[config.mk]
export PLATFORM = sky130hd
export DESIGN_NAME = fmcw_ramp_pll_register_calc_flat
export DESIGN_NICKNAME = d
export VERILOG_FILES = /design/src/rtl/core/fprc_pkg.sv /design/src/rtl/core/fprc_req_if.sv /design/src/rtl/core/fprc_rsp_if.sv /design/src/rtl/core/fprc_front.sv /design/src/rtl/core/fprc_queue.sv /design/src/rtl/core/fprc_div.sv /design/src/rtl/core/fprc_back.sv /design/src/rtl/core/fmcw_ramp_pll_register_calc.sv /design/src/flat_wrapper.sv
export VERILOG_INCLUDE_DIRS = /design/src /design/src/rtl/core
export SDC_FILE = /design/constraint.sdc
export NUM_CORES = 1
export LEC_CHECK = 0
export BUFFER_PORTS_ARGS = -buffer_cell sky130_fd_sc_hd__buf_2
export CAP_MARGIN = 0
export CORE_MARGIN = 1.5
export CORE_UTILIZATION = 43
export CTS_BUF_LIST = sky130_fd_sc_hd__clkbuf_4
export DETAILED_ROUTE_END_ITERATION = 6
export PLACE_DENSITY_LB_ADDON = 0.3
export REMOVE_ABC_BUFFERS = 1
export SYNTH_ARGS = -nofsm -noshare
export SYNTH_HDL_FRONTEND = slang
export SYNTH_SLANG_ARGS = --single-unit
[constraint.sdc]
create_clock -name clock -period 12.4 [get_ports clock]
set_clock_uncertainty 0.2 [all_clocks]
set_input_delay 1.24 -clock clock [delete_from_list [all_inputs] [get_ports clock]]
set_output_delay 1.24 -clock clock [all_outputs]
set_load 0.05 [all_outputs]
[src/rtl/core/fmcw_ramp_pll_register_calc_defines.svh]
// Assertion macros for the FMCW ramp register calculator.
// Included by the top level; needs nothing else.
`ifndef FMCW_RAMP_PLL_REGISTER_CALC_DEFINES_SVH
`define FMCW_RAMP_PLL_REGISTER_CALC_DEFINES_SVH

// same-cycle implication
`define FPRC_ASSERT_SAME(lbl, clk, rst, ante, cons) \
   lbl: assert property (@(posedge clk) disable iff (rst) (ante) |-> (cons)) \
      else $error("fprc: same-cycle check failed");

// next-cycle implication
`define FPRC_ASSERT_NEXT(lbl, clk, rst, ante, cons) \
   lbl: assert property (@(posedge clk) disable iff (rst) (ante) |=> (cons)) \
      else $error("fprc: next-cycle check failed");

`endif

[src/rtl/core/fprc_pkg.sv]
// Shared types and constants of the FMCW ramp register calculator.
// No dependencies.
package fprc_pkg;

   // one sweep request
   typedef struct packed {
      logic [9:0]  start_freq_tens_mhz;
      logic [11:0] bandwidth_mhz;
      logic [19:0] ramp_time_us;
      logic [19:0] ramp_delay_us;
      logic        sweep_shape;
   } req_item_type;

   // one register word out
   typedef struct packed {
      logic [31:0] register_word;
      logic [2:0]  register_index;
      logic        last_word;
   } rsp_item_type;

   // classified job passed from front to back
   typedef struct packed {
      logic [11:0] n_int;
      logic [11:0] frac_hi;
      logic [12:0] frac_lo;
      logic [24:0] dly_cnt;
      logic [11:0] clk1;
      logic [19:0] ramp_t;
      logic [11:0] bw;
      logic        shape;
   } job_type;

   typedef struct packed {
      logic full;
      logic empty;
   } queue_status_type;

   localparam int QUEUE_DEPTH = 2;
   localparam int QUEUE_PTR_W = 1;
   localparam int QUEUE_CNT_W = 2;

   localparam int DIV_NUM_W = 34;
   localparam int DIV_DEN_W = 21;
   localparam int DIV_CNT_W = 6;

   typedef struct packed {
      logic                 start;
      logic [DIV_NUM_W-1:0] num;
      logic [DIV_DEN_W-1:0] den;
   } div_cmd_type;

   localparam logic [2:0] REG_R0 = 3'd0;
   localparam logic [2:0] REG_R1 = 3'd1;
   localparam logic [2:0] REG_R2 = 3'd2;
   localparam logic [2:0] REG_R3 = 3'd3;
   localparam logic [2:0] REG_R4 = 3'd4;
   localparam logic [2:0] REG_R5 = 3'd5;
   localparam logic [2:0] REG_R6 = 3'd6;
   localparam logic [2:0] REG_R7 = 3'd7;

   localparam logic [11:0] LIMIT_12 = 12'd4095;
   localparam logic [19:0] LIMIT_20 = 20'd1048575;
   localparam logic [15:0] LIMIT_16 = 16'd65535;

endpackage

[src/rtl/core/fprc_req_if.sv]
// Request channel of the FMCW ramp register calculator.
// Depends on fprc_pkg.
interface fprc_req_if;
   import fprc_pkg::*;
   logic         valid;
   logic         ready;
   req_item_type payload;
   modport source (output valid, output payload, input ready);
   modport sink (input valid, input payload, output ready);
endinterface

[src/rtl/core/fprc_rsp_if.sv]
// Result channel of the FMCW ramp register calculator.
// Depends on fprc_pkg.
interface fprc_rsp_if;
   import fprc_pkg::*;
   logic         valid;
   logic         ready;
   rsp_item_type payload;
   modport source (output valid, output payload, input ready);
   modport sink (input valid, input payload, output ready);
endinterface

[src/rtl/core/fprc_front.sv]
// Front end: accepts requests and works out N, fraction, delay count and CLK1.
// Depends on fprc_pkg and fprc_req_if.
module fprc_front (
   fprc_req_if.sink            req_chan,
   input  fprc_pkg::queue_status_type q_status,
   output logic                push,
   output fprc_pkg::job_type   push_job
);
   import fprc_pkg::*;

   logic [12:0] s5;
   logic [24:0] frac;
   logic [24:0] cnt;
   logic [25:0] cnt_up;
   logic [13:0] q;
   logic [14:0] r;

   assign req_chan.ready = !q_status.full;
   assign push = req_chan.valid && !q_status.full;

   always_comb begin
      // f / PFD = s*5/16 exactly at 32 MHz
      s5 = {1'b0, req_chan.payload.start_freq_tens_mhz, 2'b00}
         + {3'b000, req_chan.payload.start_freq_tens_mhz};
      frac = {s5[3:0], 21'd0};

      // delay count = 32 per microsecond, at least one
      if (req_chan.payload.ramp_delay_us == 20'd0) begin
         cnt = 25'd1;
      end else begin
         cnt = {req_chan.payload.ramp_delay_us, 5'd0};
      end

      // ceil(cnt / 4095): estimate by >>12, then fix up
      cnt_up = {1'b0, cnt} + 26'd4094;
      q = cnt_up[25:12];
      r = {3'b000, cnt_up[11:0]} + {1'b0, q};
      for (int i = 0; i < 3; i++) begin
         if (r >= 15'd4095) begin
            r = r - 15'd4095;
            q = q + 14'd1;
         end
      end

      push_job.n_int   = {3'b000, s5[12:4]};
      push_job.frac_hi = frac[24:13];
      push_job.frac_lo = frac[12:0];
      push_job.dly_cnt = cnt;
      if (cnt <= 25'd4095) begin
         push_job.clk1 = 12'd1;
      end else if (q > 14'd4095) begin
         push_job.clk1 = LIMIT_12;
      end else begin
         push_job.clk1 = q[11:0];
      end
      push_job.ramp_t = req_chan.payload.ramp_time_us;
      push_job.bw     = req_chan.payload.bandwidth_mhz;
      push_job.shape  = req_chan.payload.sweep_shape;
   end

endmodule

[src/rtl/core/fprc_queue.sv]
// Two-entry job queue between front and back.
// Depends on fprc_pkg.
module fprc_queue (
   input  logic                        clock,
   input  logic                        reset,
   input  logic                        push,
   input  fprc_pkg::job_type           push_job,
   input  logic                        pop,
   output fprc_pkg::job_type           pop_job,
   output fprc_pkg::queue_status_type  status
);
   import fprc_pkg::*;

   job_type                mem_ff [QUEUE_DEPTH];
   logic [QUEUE_PTR_W-1:0] wr_ptr_ff, wr_ptr_in;
   logic [QUEUE_PTR_W-1:0] rd_ptr_ff, rd_ptr_in;
   logic [QUEUE_CNT_W-1:0] count_ff, count_in;

   always_comb begin
      wr_ptr_in = push ? wr_ptr_ff + 1'b1 : wr_ptr_ff;
      rd_ptr_in = pop ? rd_ptr_ff + 1'b1 : rd_ptr_ff;
      count_in  = count_ff + QUEUE_CNT_W'(push) - QUEUE_CNT_W'(pop);
   end

   always_ff @(posedge clock) begin
      if (reset) begin
         wr_ptr_ff <= '0;
         rd_ptr_ff <= '0;
         count_ff  <= '0;
      end else begin
         wr_ptr_ff <= wr_ptr_in;
         rd_ptr_ff <= rd_ptr_in;
         count_ff  <= count_in;
      end
   end

   always_ff @(posedge clock) begin
      if (push) begin
         mem_ff[wr_ptr_ff] <= push_job;
      end
   end

   assign pop_job      = mem_ff[rd_ptr_ff];
   assign status.full  = (count_ff == QUEUE_CNT_W'(QUEUE_DEPTH));
   assign status.empty = (count_ff == '0);

endmodule

[src/rtl/core/fprc_div.sv]
// Restoring divider, one quotient bit per cycle.
// Depends on fprc_pkg.
module fprc_div (
   input  logic                               clock,
   input  logic                               reset,
   input  fprc_pkg::div_cmd_type              cmd,
   output logic                               done,
   output logic [fprc_pkg::DIV_NUM_W-1:0]     quot
);
   import fprc_pkg::*;

   logic                 busy_ff, busy_in;
   logic                 done_ff, done_in;
   logic [DIV_CNT_W-1:0] step_ff, step_in;
   logic [DIV_NUM_W-1:0] quo_ff, quo_in;
   logic [DIV_DEN_W-1:0] rem_ff, rem_in;
   logic [DIV_DEN_W-1:0] den_ff, den_in;
   logic [DIV_DEN_W:0]   trial;

   always_comb begin
      busy_in = busy_ff;
      done_in = 1'b0;
      step_in = step_ff;
      quo_in  = quo_ff;
      rem_in  = rem_ff;
      den_in  = den_ff;
      trial   = {rem_ff, quo_ff[DIV_NUM_W-1]};
      if (busy_ff) begin
         if (trial >= {1'b0, den_ff}) begin
            trial  = trial - {1'b0, den_ff};
            quo_in = {quo_ff[DIV_NUM_W-2:0], 1'b1};
         end else begin
            quo_in = {quo_ff[DIV_NUM_W-2:0], 1'b0};
         end
         rem_in  = trial[DIV_DEN_W-1:0];
         step_in = step_ff + 1'b1;
         if (step_ff == DIV_CNT_W'(DIV_NUM_W - 1)) begin
            busy_in = 1'b0;
            done_in = 1'b1;
         end
      end else if (cmd.start) begin
         busy_in = 1'b1;
         step_in = '0;
         quo_in  = cmd.num;
         rem_in  = '0;
         den_in  = cmd.den;
      end
   end

   always_ff @(posedge clock) begin
      if (reset) begin
         busy_ff <= 1'b0;
         done_ff <= 1'b0;
         step_ff <= '0;
      end else begin
         busy_ff <= busy_in;
         done_ff <= done_in;
         step_ff <= step_in;
      end
   end

   always_ff @(posedge clock) begin
      quo_ff <= quo_in;
      rem_ff <= rem_in;
      den_ff <= den_in;
   end

   assign done = done_ff;
   assign quot = quo_ff;

endmodule

[src/rtl/core/fprc_back.sv]
// Back end: runs the three divisions, the offset search, and sends eight words.
// Depends on fprc_pkg, fprc_rsp_if and fprc_div.
module fprc_back (
   input  logic                       clock,
   input  logic                       reset,
   input  fprc_pkg::queue_status_type q_status,
   input  fprc_pkg::job_type          pop_job,
   output logic                       pop,
   fprc_rsp_if.source                 rsp_chan
);
   import fprc_pkg::*;

   typedef enum logic [5:0] {
      ST_IDLE   = 6'b000001,
      ST_DWORD  = 6'b000010,
      ST_STEPS  = 6'b000100,
      ST_OFFSET = 6'b001000,
      ST_DEV    = 6'b010000,
      ST_EMIT   = 6'b100000
   } back_state_type;

   back_state_type state_ff, state_in;
   job_type        job_ff, job_in;
   logic [11:0]    dword_ff, dword_in;
   logic [19:0]    steps_ff, steps_in;
   logic [3:0]     off_ff, off_in;
   logic [15:0]    dev_ff, dev_in;
   logic [2:0]     idx_ff, idx_in;
   logic           rsp_valid_ff, rsp_valid_in;
   rsp_item_type   rsp_item_ff, rsp_item_in;

   div_cmd_type          div_cmd;
   logic                 div_done;
   logic [DIV_NUM_W-1:0] div_quot;

   logic        out_free;
   logic [34:0] bw32;
   logic [3:0]  off_c;
   logic [34:0] den_wide;
   logic [19:0] den_c;
   logic [31:0] word;

   fprc_div u_div (
      .clock (clock),
      .reset (reset),
      .cmd   (div_cmd),
      .done  (div_done),
      .quot  (div_quot)
   );

   // smallest k with bw*32 <= steps << k, else 15
   always_comb begin
      bw32  = {18'd0, job_ff.bw, 5'd0};
      off_c = 4'd15;
      for (int k = 15; k >= 0; k--) begin
         if (bw32 <= ({15'd0, steps_ff} << k)) begin
            off_c = 4'(k);
         end
      end
      den_wide = {15'd0, steps_ff} << off_c;
      den_c    = den_wide[19:0];
   end

   always_comb begin
      case (idx_ff)
         REG_R7:  word = {13'd0, 4'b1111, dword_ff, REG_R7};
         REG_R6:  word = {9'd0, steps_ff, REG_R6};
         REG_R5:  word = {9'd0, off_ff, dev_ff, REG_R5};
         REG_R4:  word = (32'd3 << 21) | (32'd3 << 19) | (32'd1 << 7) | 32'(REG_R4);
         REG_R3:  word = {21'd0, job_ff.shape, 3'b000, 1'b1, 3'b000, REG_R3};
         REG_R2:  word = {3'b000, 1'b1, 4'd14, 2'b01, 6'd0, 1'b1, job_ff.clk1, REG_R2};
         REG_R1:  word = {4'd0, job_ff.frac_lo, 12'd0, REG_R1};
         REG_R0:  word = {1'b1, 4'd15, job_ff.n_int, job_ff.frac_hi, REG_R0};
         default: word = '0;
      endcase
   end

   always_comb begin
      out_free     = !rsp_valid_ff || rsp_chan.ready;
      state_in     = state_ff;
      job_in       = job_ff;
      dword_in     = dword_ff;
      steps_in     = steps_ff;
      off_in       = off_ff;
      dev_in       = dev_ff;
      idx_in       = idx_ff;
      rsp_item_in  = rsp_item_ff;
      rsp_valid_in = rsp_valid_ff && !rsp_chan.ready;
      pop          = 1'b0;
      div_cmd      = '0;
      case (state_ff)
         ST_IDLE: begin
            if (!q_status.empty) begin
               pop           = 1'b1;
               job_in        = pop_job;
               div_cmd.start = 1'b1;
               div_cmd.num   = {9'd0, pop_job.dly_cnt};
               div_cmd.den   = {9'd0, pop_job.clk1};
               state_in      = ST_DWORD;
            end
         end
         ST_DWORD: begin
            if (div_done) begin
               if (div_quot == '0) begin
                  dword_in = 12'd1;
               end else if (div_quot > DIV_NUM_W'(LIMIT_12)) begin
                  dword_in = LIMIT_12;
               end else begin
                  dword_in = div_quot[11:0];
               end
               // steps = round(32 * t / clk1)
               div_cmd.start = 1'b1;
               div_cmd.num   = {8'd0, job_ff.ramp_t, 6'd0} + {22'd0, job_ff.clk1};
               div_cmd.den   = {8'd0, job_ff.clk1, 1'b0};
               state_in      = ST_STEPS;
            end
         end
         ST_STEPS: begin
            if (div_done) begin
               if (div_quot == '0) begin
                  steps_in = 20'd1;
               end else if (div_quot > DIV_NUM_W'(LIMIT_20)) begin
                  steps_in = LIMIT_20;
               end else begin
                  steps_in = div_quot[19:0];
               end
               state_in = ST_OFFSET;
            end
         end
         ST_OFFSET: begin
            // dev = round(bw * 2^20 / (steps << off))
            off_in        = off_c;
            div_cmd.start = 1'b1;
            div_cmd.num   = {1'b0, job_ff.bw, 21'd0} + {14'd0, den_c};
            div_cmd.den   = {den_c, 1'b0};
            state_in      = ST_DEV;
         end
         ST_DEV: begin
            if (div_done) begin
               if (div_quot == '0) begin
                  dev_in = 16'd1;
               end else if (div_quot > DIV_NUM_W'(LIMIT_16)) begin
                  dev_in = LIMIT_16;
               end else begin
                  dev_in = div_quot[15:0];
               end
               idx_in   = REG_R7;
               state_in = ST_EMIT;
            end
         end
         ST_EMIT: begin
            if (out_free) begin
               rsp_valid_in               = 1'b1;
               rsp_item_in.register_word  = word;
               rsp_item_in.register_index = idx_ff;
               rsp_item_in.last_word      = (idx_ff == REG_R0);
               idx_in                     = idx_ff - 3'd1;
               if (idx_ff == REG_R0) begin
                  state_in = ST_IDLE;
               end
            end
         end
         default: begin
            state_in = ST_IDLE;
         end
      endcase
   end

   always_ff @(posedge clock) begin
      if (reset) begin
         state_ff     <= ST_IDLE;
         rsp_valid_ff <= 1'b0;
      end else begin
         state_ff     <= state_in;
         rsp_valid_ff <= rsp_valid_in;
      end
   end

   always_ff @(posedge clock) begin
      job_ff      <= job_in;
      dword_ff    <= dword_in;
      steps_ff    <= steps_in;
      off_ff      <= off_in;
      dev_ff      <= dev_in;
      idx_ff      <= idx_in;
      rsp_item_ff <= rsp_item_in;
   end

   assign rsp_chan.valid   = rsp_valid_ff;
   assign rsp_chan.payload = rsp_item_ff;

endmodule

[src/rtl/core/fmcw_ramp_pll_register_calc.sv]
// Top level of the FMCW ramp register calculator: front, job queue, back.
// Depends on fprc_pkg, fprc_req_if, fprc_rsp_if, fprc_front, fprc_queue, fprc_back
// and fmcw_ramp_pll_register_calc_defines.svh.
//
//   channel   | dir | handshake         | item
//   ----------+-----+-------------------+--------------------------------------
//   req_chan  | in  | valid/ready       | start freq, bandwidth, ramp, delay, shape
//   rsp_chan  | out | valid/ready       | register word, index, last flag
//
// Each request becomes eight words, R7 first and R0 (last_word set) last.
// Per request, the one shared bit-serial divider runs three 34-step divisions
// (delay word, step count, deviation word), with the offset search between the
// second and third; the eight words then go out.
// Reset is synchronous, active high; it empties the queue and the output register.
// The front keeps accepting into a two-entry queue while the back works; an output
// stall holds the back in its send phase without losing a word.
`include "fmcw_ramp_pll_register_calc_defines.svh"

module fmcw_ramp_pll_register_calc (
   input  logic       clock,
   input  logic       reset,
   fprc_req_if.sink   req_chan,
   fprc_rsp_if.source rsp_chan
);
   import fprc_pkg::*;

   logic             q_push;
   logic             q_pop;
   job_type          q_push_job;
   job_type          q_pop_job;
   queue_status_type q_status;

   // classify: integer N, fraction split, delay count and CLK1
   fprc_front u_front (
      .req_chan (req_chan),
      .q_status (q_status),
      .push     (q_push),
      .push_job (q_push_job)
   );

   // decouples request acceptance from the long back-end computation
   fprc_queue u_queue (
      .clock    (clock),
      .reset    (reset),
      .push     (q_push),
      .push_job (q_push_job),
      .pop      (q_pop),
      .pop_job  (q_pop_job),
      .status   (q_status)
   );

   // divisions, offset search, word assembly and output register
   fprc_back u_back (
      .clock    (clock),
      .reset    (reset),
      .q_status (q_status),
      .pop_job  (q_pop_job),
      .pop      (q_pop),
      .rsp_chan (rsp_chan)
   );

   // back never pulls from an empty queue
   `FPRC_ASSERT_SAME(a_pop_not_empty, clock, reset, q_pop, !q_status.empty)
   // an accepted item is held in the queue on the next cycle
   `FPRC_ASSERT_NEXT(a_push_lands, clock, reset, q_push, !q_status.empty)
   // last flag goes with R0 only
   `FPRC_ASSERT_SAME(a_last_is_r0, clock, reset, rsp_chan.valid,
      rsp_chan.payload.last_word == (rsp_chan.payload.register_index == REG_R0))
   // words of one request follow without gaps, index counting down
   `FPRC_ASSERT_NEXT(a_index_down, clock, reset,
      rsp_chan.valid && rsp_chan.ready && !rsp_chan.payload.last_word,
      rsp_chan.valid && (rsp_chan.payload.register_index ==
         $past(rsp_chan.payload.register_index) - 3'd1))

endmodule

[src/flat_wrapper.sv]
// flat-port wrapper written by rule: the top's interface ports become plain ports
module fmcw_ramp_pll_register_calc_flat import fprc_pkg::*;
  (clock, reset, req_chan_valid, req_chan_payload, req_chan_ready, rsp_chan_valid, rsp_chan_payload, rsp_chan_ready);
  fprc_req_if req_chan_i ();
  fprc_rsp_if rsp_chan_i ();
  input  logic clock;
  input  logic reset;
  input wire logic [$bits(req_chan_i.valid)-1:0] req_chan_valid;
  input wire logic [$bits(req_chan_i.payload)-1:0] req_chan_payload;
  output wire logic [$bits(req_chan_i.ready)-1:0] req_chan_ready;
  output wire logic [$bits(rsp_chan_i.valid)-1:0] rsp_chan_valid;
  output wire logic [$bits(rsp_chan_i.payload)-1:0] rsp_chan_payload;
  input wire logic [$bits(rsp_chan_i.ready)-1:0] rsp_chan_ready;
  assign req_chan_i.valid = req_chan_valid;
  assign req_chan_i.payload = req_chan_payload;
  assign req_chan_ready = req_chan_i.ready;
  assign rsp_chan_valid = rsp_chan_i.valid;
  assign rsp_chan_payload = rsp_chan_i.payload;
  assign rsp_chan_i.ready = rsp_chan_ready;
  fmcw_ramp_pll_register_calc u_core (.clock(clock), .reset(reset), .req_chan(req_chan_i), .rsp_chan(rsp_chan_i));
endmodule
==> results of run 1 <==
[cells in the mapped netlist, types with 46 or more instances]
cell        n
edfxtp_1  378
ha_1      194
nor2_1    146
nand2_1   140
inv_1     111
o21ai_0    92
a21oi_1    85
mux2_2     77
clkbuf_1   76
xnor2_1    69
mux2i_1    67
nand3_1    59
a21o_1     56
nand4_1    51
o21a_1     46
[routing by layer]
layer  vias to the layer above  track usage [%]  wire length [µm]
li1                       8882                -                 -
met1                      9188             28.4             28300
met2                       713             37.7             32300
met3                       143             4.36              4560
met4                         2             8.19              1810
met5                         -                0                13
[through the flow]
step / util, % / power [mW]
after floorplan: - / 3.52
after global placement: 45.9 / 4.07
after detailed placement: 45.9 / 4.14
after CTS: 48.2 / 5.27
after global routing: 48.2 / 5.59
final: 48.2 / 5.24
[worst min-delay path: cells and delay by family, from the launching register on]
kind,cells,cell delay [ps]
DFF,1,320
and+or+nand+nor,1,80
AOI/OAI and AO/OA,1,50
[cell type report]
cell class                      instances  share of cell area [%]
Inverter                              112                    1.54
Tap cell                              756                    3.45
Multi-Input combinational cell       1636                    44.9
Clock buffer                          146                    4.00
Sequential cell                       398                    42.9
Timing Repair Buffer                  126                    2.51
Antenna cell                            1                 0.00914
Clock inverter                         37                   0.690
[sequential cells by signal, indices dropped and copies added (netlist names), 2 cells and up, named ones only]
| register | count |
|---|---|
| u_core.u_back.u_div.quot | 34 |
| u_core.u_back.dword_ff | 12 |
| u_core.u_queue.count_ff | 2 |
| u_core.u_back.rsp_chan.payload | 31 |
| u_core.u_back.dev_ff | 16 |
| u_core.u_back.off_ff | 4 |
| u_core.u_back.u_div.rem_ff | 21 |
| u_core.u_back.state_ff | 6 |
| u_core.u_back.steps_ff | 20 |
| u_core.u_back.u_div.den_ff | 21 |
| u_core.u_queue.mem_ff | 158 |
| u_core.u_back.job_ff | 46 |
| u_core.u_back.u_div.step_ff | 6 |
| u_core.u_back.bw32 | 12 |
| u_core.u_back.idx_ff | 3 |
[power groups by stage]
stage	Clock (mW)	Sequential (mW)	Combinational [mW]
2_1_floorplan	0	2.15	1.37
3_3_place_gp	0	2.20	1.88
3_5_place_dp	0	2.20	1.94
4_1_cts	1.14	2.18	1.95
5_1_grt	1.20	2.21	2.18
6_report	1.10	2.18	1.96
[worst min path at each step]
stage                                         from                        endpoint  slack, ps  cells past startpoint
finish              u_core.u_back.u_div.step_ff[5]  u_core.u_back.u_div.step_ff[5]        300                      2
global route                  req_chan_payload[33]    u_core.u_queue.mem_ff[1][25]        320                      1
CTS                           req_chan_payload[43]     u_core.u_queue.mem_ff[0][3]        300                      1
detailed placement  u_core.u_back.u_div.step_ff[5]  u_core.u_back.u_div.step_ff[5]        290                      2
global placement    u_core.u_back.u_div.step_ff[5]  u_core.u_back.u_div.step_ff[5]        270                      2
floorplan           u_core.u_back.u_div.step_ff[5]  u_core.u_back.u_div.step_ff[5]        260                      2
[cells by family after synthesis]
kind of cell / after synthesis
xor gates and xnor gates: 105
other: 1
DFF: 398
and+or+nand+nor: 686
AOI/OAI and AO/OA: 502
adders and majority gates: 197
muxes: 145
buffers and inverters: 215
==> out/summary.txt, run 1 <==
most common cell after layout, fill and taps aside: edfxtp_1
Row Count: 87
syn_area_per_cell: 11.1 µm²
Tmin final: 8760 ps
violated checks: DRC
Critical Path End: u_core.u_queue.mem_ff[1][37]
area delta synth->final: 10.0%
Syn Inst Count: 2249
via/cell ratio: 5.89
Leak: 10.4 nW
post-route cell area: 27400 µm²
vias in the first global route: 18900
Synth Area in XOR/XNOR: 3.92%
Final TNS setup: 0 ps
Slew HR: 31.3%
period utilisation layout: 70.6%
Register Area: 11800 µm²
Yosys Warn Count: 0
Post-Synth Simple-Gate Area: 14.9%
I/O Pins: 105
cell area after synthesis: 24900 µm²
fmax: 0.114 GHz
H-tree levels: 3
slowest stage cell, crit path: nor4_1
Finished Layout Cells: 3212
CP Capture Type: flop
commonest non-fill, non-tap cells in the layout: 378 x edfxtp_1, 194 x ha_1, 146 x clkbuf_4
worst setup margin: 3640 ps
slowest stage delay, CP: 840 ps
Worst path depth: 27
most area-hungry cell type in the Yosys netlist: edfxtp_1
Worst-Skew Late Latency: 830 ps
CP bufs+invs: 2
worst slack at placement: 2950 ps
status: complete, but fails checks
Port Buf Inserts: 103
RSZ-0062 raised after global routing: no
TritonCTS buffer count: 106
CP Launch Point: req_chan_payload[9]
CP Max Fanout: 12
multi-input logic area: 12300 µm²
Yosys cell types: 104
R2R Path Start: u_core.u_back.steps_ff[19]
Congestion Overflow GR: 0
Die H: 244 µm
Fin. Hold Viols: 0
sequential area share after synthesis: 47.2%
register share of total power: 41.6%
R2R setup slack: 6310 ps
Worst-path clk slew: 60 ps
Max Cap Viol: 0
via count: 18900
CTS resizes: 0
Area contributors post-synth: edfxtp_1 46%, ha_1 9.8%, mux2_2 3.5%, mux2i_1 2.7%, xnor2_1 2.4%
Tightest Pin Transition: 1020 ps
routed length per instance: 20.9 µm
dpl hpwl: 48700 µm
layout cell share with drive strength beyond 1: 18.7%
DIE AREA: 59300 µm²
combinational fraction of design power: 37.4%
r2r endpoint: u_core.u_back.u_div.quot[15]
cell depth of the worst flop-to-flop path: 16
Main synth FF type: edfxtp_1
critical path class: input pin to flop
gp weighted congestion: 0.911
EDFF count, synth: 378
placed cell areas: 26100 µm²
first-pass GRT wire length: 104000 µm
placed instance count: 3028
Switching Share: 38.6%
Tot GR Track Use: 22.4%
Adder-Cell Fraction of Synth Area: 10.0%
initial antenna violation count: 2
register bit total from synthesis: 398
Critical Path RT: 12660 ps
Final setup viols: 0
family with the most delay on the worst path: simple AND/OR/NAND/NOR gates
die width: 244 µm
Worst setup SP type: input pin
top-area cell type share of the netlist area: 45.6%
Max IR drop VDD: 0.113 mV
CTS Hold Bufs: 0
switching power: 2.02 mW
post-synthesis mux area share: 6.27%
Power per Cell Area: 191 nW/µm²
asr flop ratio synth: 0%
CTS tree: done
final slew viol count: 0
Root Buffer: clkbuf_4
antenna viol nets, final: 0
clock buffer depth: 3
Filler Cells Inserted: 5224
Final nets: 2644
power share of the clock group: 21.0%
Core ar.: 56800 µm²
drt drc: 4
Critical Path AT: 9020 ps
postcts setup bufs: 0
largest family of logic cells by synthesized area: simple AND/OR/NAND/NOR gates
Synth Area in Compound Gates: 14.2%
initial core utilization: 43.8%
Pint: 3.22 mW
First DRT Iteration DRCs: 1653
largest net degree at the start of global routing: 69
hold crit path type: flop to flop
Clock Sinks: 398
Worst Hold Slack: 305 ps
Routed Wire Length: 67000 µm
Pre-antenna DRT Iters: 7
(Power assumes the default switching activity.)
==> inputs of run 2 (changes only) <==
- clock period: 12.4 -> 8.6 ns (I/O delays scaled with it)
==> run 2 against run 1 <==
Effect of this change:
- the run still ends with DRC left
- power increased by 46%
- largest power group unchanged
- global-route usage increased by 0.56 points
- via count increased by 0.59%
- combinational power increased by 45%
- critical path type unchanged
- non-clock buffer count increased by 42
- clock power increased by 50%
- count of clock-buffer cells in the layout increased by 4
- register-to-register slack got worse by 3900 ps
- final cell count increased by 1.2%
- critical path depth increased by 4
- sequential power increased by 44%
==> out/summary.txt, run 2 (synthesis results as in run 1) <==
Leak: 10.6 nW
Worst setup SP type: input pin
Tmin final: 7460 ps
routed length per instance: 21.2 µm
Worst Hold Slack: 125 ps
Power per Cell Area: 275 nW/µm²
Final TNS setup: 0 ps
layout cell share with drive strength beyond 1: 18.9%
die width: 244 µm
Core ar.: 56800 µm²
Tightest Pin Transition: 945 ps
First DRT Iteration DRCs: 1429
CTS Hold Bufs: 35
hold crit path type: input pin to flop
Most common cell on crit path: ha_1
worst setup margin: 1140 ps
drt drc: 1
R2R Path Start: u_core.u_back.steps_ff[19]
initial antenna violation count: 2
CTS resizes: 0
most common cell after layout, fill and taps aside: edfxtp_1
cell depth of the worst hold path: 1
slowest stage delay, CP: 480 ps
CTS tree: done
via/cell ratio: 5.86
largest net degree at the start of global routing: 63
H-tree levels: 3
postcts setup bufs: 0
Critical Path RT: 8930 ps
fmax: 0.134 GHz
first-pass GRT wire length: 107000 µm
gp weighted congestion: 0.893
Max Cap Viol: 0
final slew viol count: 0
dpl hpwl: 49900 µm
Root Buffer: clkbuf_4
clock buffer depth: 3
RSZ-0062 raised after global routing: no
critical path class: input pin to flop
Fin. Hold Viols: 0
CP Launch Point: req_chan_payload[1]
Routed Wire Length: 69000 µm
Die H: 244 µm
antenna viol nets, final: 0
worst slack at placement: 398 ps
Row Count: 87
Pre-antenna DRT Iters: 7
Clock Sinks: 398
CP Max Fanout: 14
Max IR drop VDD: 0.174 mV
Worst-path clk slew: 60 ps
Worst-Skew Late Latency: 870 ps
DIE AREA: 59300 µm²
initial core utilization: 43.8%
vias in the first global route: 19000
violated checks: DRC
status: complete, but fails checks
Congestion Overflow GR: 0
area delta synth->final: 11.8%
Critical Path AT: 7790 ps
commonest non-fill, non-tap cells in the layout: 378 x edfxtp_1, 194 x ha_1, 150 x clkbuf_4
fin util: 49.0%
Largest Register: u_core.u_queue.mem_ff
min-delay src: req_chan_payload[1]
Largest register FFs: 158
Final nets: 2685
TritonCTS buffer count: 105
slowest stage cell, crit path: xnor2_1
I/O Pins: 105
Tot GR Track Use: 22.9%
via count: 19000
Final setup viols: 0
period utilisation layout: 86.8%
Slew HR: 37.0%
Port Buf Inserts: 103
cell depth of the worst flop-to-flop path: 16
CP Capture Type: flop
==> run 2: layout make-up <==
class / count / area (µm²)
Multi-Input combinational cell: 1636 / 12300
Antenna cell: 2 / 5.00
Tap cell: 756 / 946
Clock inverter: 29 / 204
Inverter: 112 / 422
Clock buffer: 150 / 1130
Fill cell: 5186 / 29000
Sequential cell: 398 / 11800
Timing Repair Buffer: 168 / 1090
==> run 2: path summary, 6_finish.rpt <==
kind | slack (ps) | end
min | 130 | u_core.u_queue.mem_ff[0][50]
max reg2reg | 2440 | u_core.u_back.u_div.quot[15]
min reg2reg | 290 | u_core.u_back.u_div.step_ff[5]
max | 1140 | u_core.u_queue.mem_ff[1][42]
==> run 2: worst max-delay path: cells and delay by family <==
| kind | cells | cell delay [ps] |
|---|---|---|
| adder cells (fa/ha/maj) | 4 | 1010 |
| multiplexers | 2 | 350 |
| AND/OR/NAND/NOR | 8 | 1710 |
| XOR/XNOR | 3 | 880 |
| buffers and inverters | 4 | 620 |
| AO/OA/AOI/OAI | 10 | 2330 |
==> run 2: power breakdown <==
group	total (mW)	switching, mW	internal [mW]
Clock	1.65	0.785	0.863
Combinational	2.85	1.77	1.08
Sequential	3.15	0.383	2.77
==> run 2: per-stage QoR <==
stage	cells	total power, mW	instance area [µm²]
after floorplan	2146	5.07	24400
after global placement	3035	5.89	26100
after detailed placement	3035	5.99	26100
after CTS	3249	7.68	27800
after global routing	3251	8.13	27800
final	3251	7.65	27800
==> run 2: per-layer routing <==
layer	GRT usage, %	part of all wire [%]
met5	0	0
met4	8.90	2.8
met3	3.57	6.0
met2	38.3	48
met1	29.8	43
